--- config.mk ---
export PLATFORM = sky130hd
export DESIGN_NAME = i2c_master_bit_engine_flat
export DESIGN_NICKNAME = d
export VERILOG_FILES = /design/src/i2cm_pkg.sv /design/src/i2cm_cmd_if.sv /design/src/i2cm_res_if.sv /design/src/i2cm_seq.sv /design/src/i2c_master_bit_engine.sv /design/src/flat_wrapper.sv
export SDC_FILE = /design/constraint.sdc
export NUM_CORES = 1
export LEC_CHECK = 0
export BUFFER_PORTS_ARGS = -buffer_cell sky130_fd_sc_hd__buf_2
export CAP_MARGIN = 40
export CELL_PAD_IN_SITES_DETAIL_PLACEMENT = 0
export CELL_PAD_IN_SITES_GLOBAL_PLACEMENT = 1
export CORE_ASPECT_RATIO = 0.5
export CORE_MARGIN = 2
export CORE_UTILIZATION = 47
export DETAILED_ROUTE_END_ITERATION = 16
export HOLD_SLACK_MARGIN = 0.12
export PLACE_DENSITY_LB_ADDON = 0.1
export SYNTH_ARGS = -nofsm -noshare
export SYNTH_HDL_FRONTEND = slang
export SYNTH_HIERARCHICAL = 1
export SYNTH_SLANG_ARGS = --single-unit
export TNS_END_PERCENT = 50
--- constraint.sdc ---
create_clock -name clk -period 3.72 [get_ports clk]
set_input_delay 0.186 -clock clk [delete_from_list [all_inputs] [get_ports clk]]
set_output_delay 0.186 -clock clk [all_outputs]
set_load 0.1 [all_outputs]
--- src/i2cm_pkg.sv ---
// Shared types and codes for the I2C master bit engine.
`default_nettype none

package i2cm_pkg;

    // Command codes carried in the action field
    localparam logic [2:0] ACT_TICK  = 3'd0;
    localparam logic [2:0] ACT_START = 3'd1;
    localparam logic [2:0] ACT_STOP  = 3'd2;
    localparam logic [2:0] ACT_WRITE = 3'd3;
    localparam logic [2:0] ACT_READ  = 3'd4;

    // Sequencer state codes
    localparam logic [3:0] ST_IDLE      = 4'd0;
    localparam logic [3:0] ST_START_A   = 4'd1;
    localparam logic [3:0] ST_START_B   = 4'd2;
    localparam logic [3:0] ST_STOP_A    = 4'd3;
    localparam logic [3:0] ST_STOP_B    = 4'd4;
    localparam logic [3:0] ST_STOP_C    = 4'd5;
    localparam logic [3:0] ST_WR_LOW    = 4'd6;
    localparam logic [3:0] ST_WR_HIGH   = 4'd7;
    localparam logic [3:0] ST_WACK_LOW  = 4'd8;
    localparam logic [3:0] ST_WACK_HIGH = 4'd9;
    localparam logic [3:0] ST_RD_LOW    = 4'd10;
    localparam logic [3:0] ST_RD_HIGH   = 4'd11;
    localparam logic [3:0] ST_RACK_LOW  = 4'd12;
    localparam logic [3:0] ST_RACK_HIGH = 4'd13;

    // Bits per byte on the bus
    localparam logic [3:0] BITS_PER_BYTE = 4'd8;

    // Half period after reset
    localparam logic [15:0] HALF_PERIOD_RESET = 16'd100;

    // One command or tick item
    typedef struct packed {
        logic [2:0] action;
        logic [7:0] write_data;
        logic       nack_level;
        logic       sda_in;
    } cmd_t;

    // One result item
    typedef struct packed {
        logic       scl_level;
        logic       sda_level;
        logic       sda_drive;
        logic       busy_res;
        logic       done_res;
        logic       ack_ok;
        logic [7:0] read_byte;
        logic       rejected;
    } res_t;

endpackage

`default_nettype wire

--- src/i2cm_cmd_if.sv ---
// Command channel: valid/ready handshake carrying one command or tick item.
`default_nettype none

interface i2cm_cmd_if;
    logic       valid;
    logic       ready;
    logic [2:0] action;
    logic [7:0] write_data;
    logic       nack_level;
    logic       sda_in;

    modport source (output valid, output action, output write_data, output nack_level,
                    output sda_in, input ready);
    modport sink (input valid, input action, input write_data, input nack_level,
                  input sda_in, output ready);
endinterface

`default_nettype wire

--- src/i2cm_res_if.sv ---
// Result channel: valid/ready handshake carrying line levels and status.
`default_nettype none

interface i2cm_res_if;
    logic       valid;
    logic       ready;
    logic       scl_level;
    logic       sda_level;
    logic       sda_drive;
    logic       busy_res;
    logic       done_res;
    logic       ack_ok;
    logic [7:0] read_byte;
    logic       rejected;

    modport source (output valid, output scl_level, output sda_level, output sda_drive,
                    output busy_res, output done_res, output ack_ok, output read_byte,
                    output rejected, input ready);
    modport sink (input valid, input scl_level, input sda_level, input sda_drive,
                  input busy_res, input done_res, input ack_ok, input read_byte,
                  input rejected, output ready);
endinterface

`default_nettype wire

--- src/i2cm_seq.sv ---
// Bus sequencer: state registers and the combinational update for one item.
`default_nettype none

module i2cm_seq
    import i2cm_pkg::*;
(
    input  wire logic        clk,
    input  wire logic        rst_n,
    input  wire logic        fire,
    input  wire cmd_t        item,
    input  wire logic [15:0] half_period,
    output res_t             res_next
);

    logic [3:0]  state_reg, state_next;
    logic [3:0]  bit_cnt_reg, bit_cnt_next;
    logic [7:0]  shift_reg, shift_next;
    logic [15:0] delay_reg, delay_next;
    logic        ack_flag_reg, ack_flag_next;
    logic        ack_held_reg, ack_held_next;
    logic [7:0]  last_read_reg, last_read_next;
    logic        scl_reg, scl_next;
    logic        sda_reg, sda_next;
    logic        drive_reg, drive_next;

    logic        busy;
    logic        done;
    logic        rejected;
    logic [15:0] hp;
    logic [15:0] delay_inc;
    logic [3:0]  bit_inc;
    logic [7:0]  shift_wr;
    logic [7:0]  shift_rd;

    assign busy      = (state_reg != ST_IDLE);
    assign hp        = (half_period == 16'd0) ? 16'd1 : half_period;
    assign delay_inc = delay_reg + 16'd1;
    assign bit_inc   = bit_cnt_reg + 4'd1;
    assign shift_wr  = {shift_reg[6:0], 1'b0};
    assign shift_rd  = {shift_reg[6:0], item.sda_in};

    // Next state for the item in hand
    always_comb
    begin
        state_next     = state_reg;
        bit_cnt_next   = bit_cnt_reg;
        shift_next     = shift_reg;
        delay_next     = delay_reg;
        ack_flag_next  = ack_flag_reg;
        ack_held_next  = ack_held_reg;
        last_read_next = last_read_reg;
        scl_next       = scl_reg;
        sda_next       = sda_reg;
        drive_next     = drive_reg;
        done           = 1'b0;
        rejected       = 1'b0;

        unique case (item.action) inside
            ACT_TICK:
            begin
                if (busy)
                begin
                    delay_next = delay_inc;
                    if (delay_inc >= hp)
                    begin
                        delay_next = 16'd0;
                        // Phase end
                        unique case (state_reg)
                            ST_START_A:
                            begin
                                sda_next   = 1'b0;
                                drive_next = 1'b1;
                                state_next = ST_START_B;
                            end
                            ST_START_B:
                            begin
                                scl_next   = 1'b0;
                                state_next = ST_IDLE;
                                done       = 1'b1;
                            end
                            ST_STOP_A:
                            begin
                                scl_next   = 1'b1;
                                state_next = ST_STOP_B;
                            end
                            ST_STOP_B:
                            begin
                                sda_next   = 1'b1;
                                drive_next = 1'b1;
                                state_next = ST_STOP_C;
                            end
                            ST_STOP_C:
                            begin
                                state_next = ST_IDLE;
                                done       = 1'b1;
                            end
                            ST_WR_LOW:
                            begin
                                scl_next   = 1'b1;
                                state_next = ST_WR_HIGH;
                            end
                            ST_WR_HIGH:
                            begin
                                scl_next     = 1'b0;
                                bit_cnt_next = bit_inc;
                                shift_next   = shift_wr;
                                if (bit_inc < BITS_PER_BYTE)
                                begin
                                    sda_next   = shift_wr[7];
                                    drive_next = 1'b1;
                                    state_next = ST_WR_LOW;
                                end
                                else
                                begin
                                    sda_next   = 1'b1;
                                    drive_next = 1'b0;
                                    state_next = ST_WACK_LOW;
                                end
                            end
                            ST_WACK_LOW:
                            begin
                                scl_next   = 1'b1;
                                state_next = ST_WACK_HIGH;
                            end
                            ST_WACK_HIGH:
                            begin
                                ack_flag_next = ~item.sda_in;
                                scl_next      = 1'b0;
                                sda_next      = 1'b0;
                                drive_next    = 1'b1;
                                state_next    = ST_IDLE;
                                done          = 1'b1;
                            end
                            ST_RD_LOW:
                            begin
                                scl_next   = 1'b1;
                                state_next = ST_RD_HIGH;
                            end
                            ST_RD_HIGH:
                            begin
                                shift_next   = shift_rd;
                                scl_next     = 1'b0;
                                bit_cnt_next = bit_inc;
                                if (bit_inc < BITS_PER_BYTE)
                                begin
                                    state_next = ST_RD_LOW;
                                end
                                else
                                begin
                                    last_read_next = shift_rd;
                                    sda_next       = ack_held_reg;
                                    drive_next     = 1'b1;
                                    state_next     = ST_RACK_LOW;
                                end
                            end
                            ST_RACK_LOW:
                            begin
                                scl_next   = 1'b1;
                                state_next = ST_RACK_HIGH;
                            end
                            ST_RACK_HIGH:
                            begin
                                scl_next   = 1'b0;
                                sda_next   = 1'b0;
                                drive_next = 1'b1;
                                state_next = ST_IDLE;
                                done       = 1'b1;
                            end
                            default:
                            begin
                                state_next = ST_IDLE;
                            end
                        endcase
                    end
                end
            end
            ACT_START, ACT_STOP, ACT_WRITE, ACT_READ:
            begin
                if (busy)
                begin
                    rejected = 1'b1;
                end
                else
                begin
                    delay_next   = 16'd0;
                    bit_cnt_next = 4'd0;
                    unique case (item.action)
                        ACT_START:
                        begin
                            sda_next   = 1'b1;
                            drive_next = 1'b1;
                            scl_next   = 1'b1;
                            state_next = ST_START_A;
                        end
                        ACT_STOP:
                        begin
                            sda_next   = 1'b0;
                            drive_next = 1'b1;
                            state_next = ST_STOP_A;
                        end
                        ACT_WRITE:
                        begin
                            shift_next = item.write_data;
                            scl_next   = 1'b0;
                            sda_next   = item.write_data[7];
                            drive_next = 1'b1;
                            state_next = ST_WR_LOW;
                        end
                        default:
                        begin
                            shift_next    = 8'd0;
                            ack_held_next = item.nack_level;
                            scl_next      = 1'b0;
                            sda_next      = 1'b1;
                            drive_next    = 1'b0;
                            state_next    = ST_RD_LOW;
                        end
                    endcase
                end
            end
            default:
            begin
                // undefined codes leave everything as it is
            end
        endcase
    end

    // Result as seen after this item
    always_comb
    begin
        res_next.scl_level = scl_next;
        res_next.sda_level = sda_next;
        res_next.sda_drive = drive_next;
        res_next.busy_res  = (state_next != ST_IDLE);
        res_next.done_res  = done;
        res_next.ack_ok    = ack_flag_next;
        res_next.read_byte = last_read_next;
        res_next.rejected  = rejected;
    end

    // State registers, updated once per item
    always_ff @(posedge clk or negedge rst_n)
    begin
        if (!rst_n)
        begin
            state_reg     <= ST_IDLE;
            bit_cnt_reg   <= 4'd0;
            shift_reg     <= 8'd0;
            delay_reg     <= 16'd0;
            ack_flag_reg  <= 1'b0;
            ack_held_reg  <= 1'b0;
            last_read_reg <= 8'd0;
            scl_reg       <= 1'b1;
            sda_reg       <= 1'b1;
            drive_reg     <= 1'b1;
        end
        else if (fire)
        begin
            state_reg     <= state_next;
            bit_cnt_reg   <= bit_cnt_next;
            shift_reg     <= shift_next;
            delay_reg     <= delay_next;
            ack_flag_reg  <= ack_flag_next;
            ack_held_reg  <= ack_held_next;
            last_read_reg <= last_read_next;
            scl_reg       <= scl_next;
            sda_reg       <= sda_next;
            drive_reg     <= drive_next;
        end
    end

endmodule

`default_nettype wire

--- src/i2c_master_bit_engine.sv ---
// I2C master bit engine top level: input register, sequencer, result register.
//
// Takes one command or tick item per clock cycle while the input side does not stall
// and returns exactly one result item for each, through the input register and the
// result register. An item is first captured in an input register; the sequencer then
// applies it to its state and the levels and status go to the result register, so one
// more item can be taken while a result waits; with both registers full the input side
// stalls until the result is taken. Bus timing counts tick items only: every SCL phase
// lasts half_period ticks (zero counts as one). Commands given while a command runs are
// dropped and flagged as rejected. The half period register should be written only
// while no item is in flight; it takes effect at once, also in the middle of a command.
`default_nettype none

module i2c_master_bit_engine
    import i2cm_pkg::*;
(
    input  wire logic        clk,
    input  wire logic        rst_n,
    input  wire logic        cfg_write_en,
    input  wire logic [15:0] cfg_data,
    i2cm_cmd_if.sink         cmd,
    i2cm_res_if.source       res
);

    logic [15:0] half_period_reg;
    logic        in_valid_reg;
    cmd_t        in_item_reg;
    logic        out_valid_reg;
    res_t        out_res_reg;
    res_t        res_next;
    logic        advance;
    logic        cmd_xfer;

    // Item moves from input register to result register when the result slot is free or its result is being taken
    assign advance  = in_valid_reg && (!out_valid_reg || res.ready);
    assign cmd.ready = !in_valid_reg || advance;
    assign cmd_xfer = cmd.valid && cmd.ready;

    // Configuration register
    always_ff @(posedge clk or negedge rst_n)
    begin
        if (!rst_n)
        begin
            half_period_reg <= HALF_PERIOD_RESET;
        end
        else if (cfg_write_en)
        begin
            half_period_reg <= cfg_data;
        end
    end

    // Input register
    always_ff @(posedge clk or negedge rst_n)
    begin
        if (!rst_n)
        begin
            in_valid_reg <= 1'b0;
        end
        else if (cmd.ready)
        begin
            in_valid_reg <= cmd.valid;
        end
    end

    always_ff @(posedge clk)
    begin
        if (cmd_xfer)
        begin
            in_item_reg.action     <= cmd.action;
            in_item_reg.write_data <= cmd.write_data;
            in_item_reg.nack_level <= cmd.nack_level;
            in_item_reg.sda_in     <= cmd.sda_in;
        end
    end

    // Sequencer
    i2cm_seq u_seq (
        .clk         (clk),
        .rst_n       (rst_n),
        .fire        (advance),
        .item        (in_item_reg),
        .half_period (half_period_reg),
        .res_next    (res_next)
    );

    // Result register
    always_ff @(posedge clk or negedge rst_n)
    begin
        if (!rst_n)
        begin
            out_valid_reg <= 1'b0;
        end
        else if (advance)
        begin
            out_valid_reg <= 1'b1;
        end
        else if (res.ready)
        begin
            out_valid_reg <= 1'b0;
        end
    end

    always_ff @(posedge clk)
    begin
        if (advance)
        begin
            out_res_reg <= res_next;
        end
    end

    assign res.valid     = out_valid_reg;
    assign res.scl_level = out_res_reg.scl_level;
    assign res.sda_level = out_res_reg.sda_level;
    assign res.sda_drive = out_res_reg.sda_drive;
    assign res.busy_res  = out_res_reg.busy_res;
    assign res.done_res  = out_res_reg.done_res;
    assign res.ack_ok    = out_res_reg.ack_ok;
    assign res.read_byte = out_res_reg.read_byte;
    assign res.rejected  = out_res_reg.rejected;

endmodule

`default_nettype wire
--- src/flat_wrapper.sv ---
// flat-port wrapper written by rule: the top's interface ports become plain ports
module i2c_master_bit_engine_flat import i2cm_pkg::*;
  (clk, rst_n, cfg_write_en, cfg_data, cmd_valid, cmd_action, cmd_write_data, cmd_nack_level, cmd_sda_in, cmd_ready, res_valid, res_scl_level, res_sda_level, res_sda_drive, res_busy_res, res_done_res, res_ack_ok, res_read_byte, res_rejected, res_ready);
  i2cm_cmd_if cmd_i ();
  i2cm_res_if res_i ();
  input  wire logic clk;
  input  wire logic rst_n;
  input  wire logic cfg_write_en;
  input  wire logic [15:0] cfg_data;
  input wire logic [$bits(cmd_i.valid)-1:0] cmd_valid;
  input wire logic [$bits(cmd_i.action)-1:0] cmd_action;
  input wire logic [$bits(cmd_i.write_data)-1:0] cmd_write_data;
  input wire logic [$bits(cmd_i.nack_level)-1:0] cmd_nack_level;
  input wire logic [$bits(cmd_i.sda_in)-1:0] cmd_sda_in;
  output wire logic [$bits(cmd_i.ready)-1:0] cmd_ready;
  output wire logic [$bits(res_i.valid)-1:0] res_valid;
  output wire logic [$bits(res_i.scl_level)-1:0] res_scl_level;
  output wire logic [$bits(res_i.sda_level)-1:0] res_sda_level;
  output wire logic [$bits(res_i.sda_drive)-1:0] res_sda_drive;
  output wire logic [$bits(res_i.busy_res)-1:0] res_busy_res;
  output wire logic [$bits(res_i.done_res)-1:0] res_done_res;
  output wire logic [$bits(res_i.ack_ok)-1:0] res_ack_ok;
  output wire logic [$bits(res_i.read_byte)-1:0] res_read_byte;
  output wire logic [$bits(res_i.rejected)-1:0] res_rejected;
  input wire logic [$bits(res_i.ready)-1:0] res_ready;
  assign cmd_i.valid = cmd_valid;
  assign cmd_i.action = cmd_action;
  assign cmd_i.write_data = cmd_write_data;
  assign cmd_i.nack_level = cmd_nack_level;
  assign cmd_i.sda_in = cmd_sda_in;
  assign cmd_ready = cmd_i.ready;
  assign res_valid = res_i.valid;
  assign res_scl_level = res_i.scl_level;
  assign res_sda_level = res_i.sda_level;
  assign res_sda_drive = res_i.sda_drive;
  assign res_busy_res = res_i.busy_res;
  assign res_done_res = res_i.done_res;
  assign res_ack_ok = res_i.ack_ok;
  assign res_read_byte = res_i.read_byte;
  assign res_rejected = res_i.rejected;
  assign res_i.ready = res_ready;
  i2c_master_bit_engine u_core (.clk(clk), .rst_n(rst_n), .cfg_write_en(cfg_write_en), .cfg_data(cfg_data), .cmd(cmd_i), .res(res_i));
endmodule
==> results.sh <==
export IMPL_syn_inst=454
export IMPL_synthArstFlopShare_pct=68.9
export IMPL_track_usage_pct=19.9
export IMPL_io_buffers=50
export IMPL_clk_latency_ns=0.34
export IMPL_reg2reg_slack_ns=0.23
export IMPL_clockBufferDepth=2
export IMPL_vias=3632
export IMPL_die_h_um=76.5
export IMPL_yosysSeqAreaShare_pct=48.5
export IMPL_overflow=0
export IMPL_p_seq_share_pct=46.7
export IMPL_fin_worst_skew_ns=0.0109
export IMPL_cts_tree="done"
export IMPL_clk_pin_slew_ns=0.07
export IMPL_power_internal_mw=1.72
export IMPL_relSlewSlack_pct=54.7
export IMPL_final_antenna_net_count=0
export IMPL_synth_avg_cell_area_um2=10.9
export IMPL_vdd_drop_max_uv=204
export IMPL_timing_final_ws_setup_ns=0.227
export IMPL_start_util_pct=48.4
export IMPL_power_density_mw_per_mm2=409
export IMPL_maxCapViolCount=0
export IMPL_vias_per_cell=5.33
export IMPL_period_share_pct=93.9
export IMPL_htree_levels=3
export IMPL_cts_sinks=90
export IMPL_nFillCells=897
export IMPL_synth_ff_type="dfrtp_1"
export IMPL_cts_buffers=9
export IMPL_syn_nets=506
export IMPL_swShare_pct=29.4
export IMPL_worstPathMaxFanout=12
export IMPL_whs_ns=0.268
export IMPL_placed_area_mm2=0.00532
export IMPL_setup_viol_count_final=0
export IMPL_min_path_type="in -> async"
export IMPL_drc_errors=0
export IMPL_std_cell_rows=26
export IMPL_final_cell_area_mm2=0.00597
export IMPL_combPwrFrac_pct=16.9
export IMPL_synth_edff_count=28
export IMPL_tightest_slew_ns=0.674
export IMPL_pre_cts_slack_ns=0.187
export IMPL_first_iter_violations=198
export IMPL_fin_crit_ns=3.49
export IMPL_synth_cell_area_mm2=0.00494
export IMPL_cts_root_buf="clkbuf_16"
export IMPL_antenna_found_initial=0
export IMPL_nets=588
export IMPL_grt_pass1_vias=3525
export IMPL_clkPwrFrac_pct=36.4
export IMPL_fp_coreArea_mm2=0.0102
export IMPL_grt_pass1_wl_um=17900
export IMPL_hpwl_um=7490
export IMPL_totalNegativeSetupSlack_ns=0
export IMPL_critPathLaunchType="flop"
export IMPL_power_leakage_nw=2.70
export IMPL_max_freq_mhz=286
export IMPL_path_class="reg -> reg"
export IMPL_critPathRequiredTime_ns=3.80
export IMPL_first_pass_iters=4
export IMPL_status="complete, no violations"
export IMPL_rsz0062_at_grt="no"
export IMPL_num_antenna_cells=0
export IMPL_grt_max_degree=28
export IMPL_ys_warn_count=6
export IMPL_ioPinCount=51
export IMPL_drive_above_1_share_pct=26.1
export IMPL_die_area_mm2=0.0114
export IMPL_gp_congestion=0.827
export IMPL_end_kind="flop"
export IMPL_critPathArrivalTime_ns=3.58
export IMPL_hold_viol=0
export IMPL_yosys_register_bits=90
export IMPL_synth_cell_types=57
export IMPL_area_growth_pct=20.8
export IMPL_switchingPower_mw=0.719
export IMPL_wl_per_cell_um=15.9
export IMPL_slew_violations=0
export IMPL_finalWirelength_um=10800
export IMPL_die_w_um=149
-- metrics by stage --
stage	instances	power, mW	util [%]
floorplan	454	1.44	-
global placement	632	1.54	51.9
detailed placement	633	1.55	52.1
CTS	681	2.47	58.1
global route	681	2.57	58.4
finish	681	2.44	58.4
-- cells in the mapped netlist (all sizes together), types with 10 or more instances --
master | count | area [um2]
nor3 | 17 | 85.1
xnor2 | 11 | 96.3
edfxtp | 28 | 841
inv | 21 | 78.8
ha | 18 | 225
nand2b | 10 | 62.6
buf | 17 | 126
nor2 | 27 | 111
nand3 | 16 | 85.1
dfrtp | 56 | 1400
mux2 | 43 | 522
a21oi | 21 | 105
a22o | 19 | 166
o21ai | 24 | 131
nand2 | 36 | 138
-- logic make-up (layout without fill, tap and decap cells) --
group	after synthesis	in the layout	synth area share [%]
simple gates	138	138	14.2
buf+inv	45	132	4.68
flops	90	90	48.5
compound gates	99	99	13.7
xor+xnor	18	18	3.19
fa+ha+maj	18	18	4.56
mux	46	46	11.2
-- worst paths after layout --
| kind | depth (start not counted) | end | startpoint |
|---|---|---|---|
| worst max-delay path | 14 | u_core/res.busy_res$_DFFE_PP_ | u_core/u_seq/delay_reg[3]$_DFFE_PN0P_ |
| worst min-delay path | 2 | u_core/half_period_reg[3]$_DFFE_PN0P_ | rst_n |
| worst max register to register | 14 | u_core/res.busy_res$_DFFE_PP_ | u_core/u_seq/delay_reg[3]$_DFFE_PN0P_ |
| worst min register to register | 1 | u_core/u_seq/ack_held_reg$_DFFE_PN0P_ | u_core/in_item_reg[1]$_DFFE_PP_ |
| max in group asynchronous | 4 | u_core/half_period_reg[6]$_DFFE_PN1P_ | rst_n |
| min in group clk | 2 | u_core/half_period_reg[13]$_DFFE_PN0P_ | cfg_write_en |
-- cell usage in the layout (no fill, tap or decap), drive strengths merged, types with 6 or more instances in the layout --
cell type,instances
a21oi,21
a22o,19
and3,7
buf,62
clkbuf,9
dfrtp,56
dfstp,6
dlygate4sd3,32
edfxtp,28
ha,18
inv,25
mux2,43
nand2,36
nand2b,10
nand3,16
nor2,27
nor3,17
o21ai,24
xnor2,11
xor2,7
-- worst max-delay path: stages, from the launching register on --
cell and delay [ns]:
dfrtp_1 0.40, and3_4 0.22, nand4_1 0.17, or2_4 0.30
nor2_1 0.14, nand4_1 0.16, xnor2_2 0.17, ha_1 0.32
nand4_1 0.10, nor3_1 0.06, a211o_1 0.30, buf_4 0.19
o21ai_0 0.34, and4b_1 0.25, o211ai_1 0.11
-- power by group through the flow --
| stage | clock network (mW) | registers [mW] | logic (mW) |
|---|---|---|---|
| 2_1_floorplan | 0 | 1.23 | 0.207 |
| 3_5_place_dp | 0 | 1.16 | 0.388 |
| 6_report | 0.890 | 1.14 | 0.413 |
| 4_1_cts | 0.917 | 1.14 | 0.415 |
| 3_3_place_gp | 0 | 1.16 | 0.384 |
| 5_1_grt | 0.966 | 1.15 | 0.457 |
-- final cells by class --
type | count | area (um2) | share of cell area (%)
clock buffers | 9 | 225 | 3.77
multi-input cells | 319 | 2340 | 39.3
well taps | 140 | 175 | 2.93
repair buffers | 94 | 673 | 11.3
inverters | 22 | 82.6 | 1.38
clock inverters | 7 | 68.8 | 1.15
flip-flops and latches | 90 | 2400 | 40.2
-- per-layer routing --
layer / vias up / track usage (%) / part of all wire (%)
met5: - / 0 / 0
met4: 0 / 4.95 / 0.83
met3: 9 / 5.15 / 3.2
met2: 52 / 31.4 / 46
met1: 1740 / 27.6 / 50
li1: 1831 / - / -
-- timing repair --
item	4_1_cts	5_1_grt
setup endpoints to repair	0	17
gates resized for setup	0	6
hold buffers	32	0
setup buffers	0	0
hold endpoints to repair	62	0
Note: power is estimated with default switching activity, not from simulation.
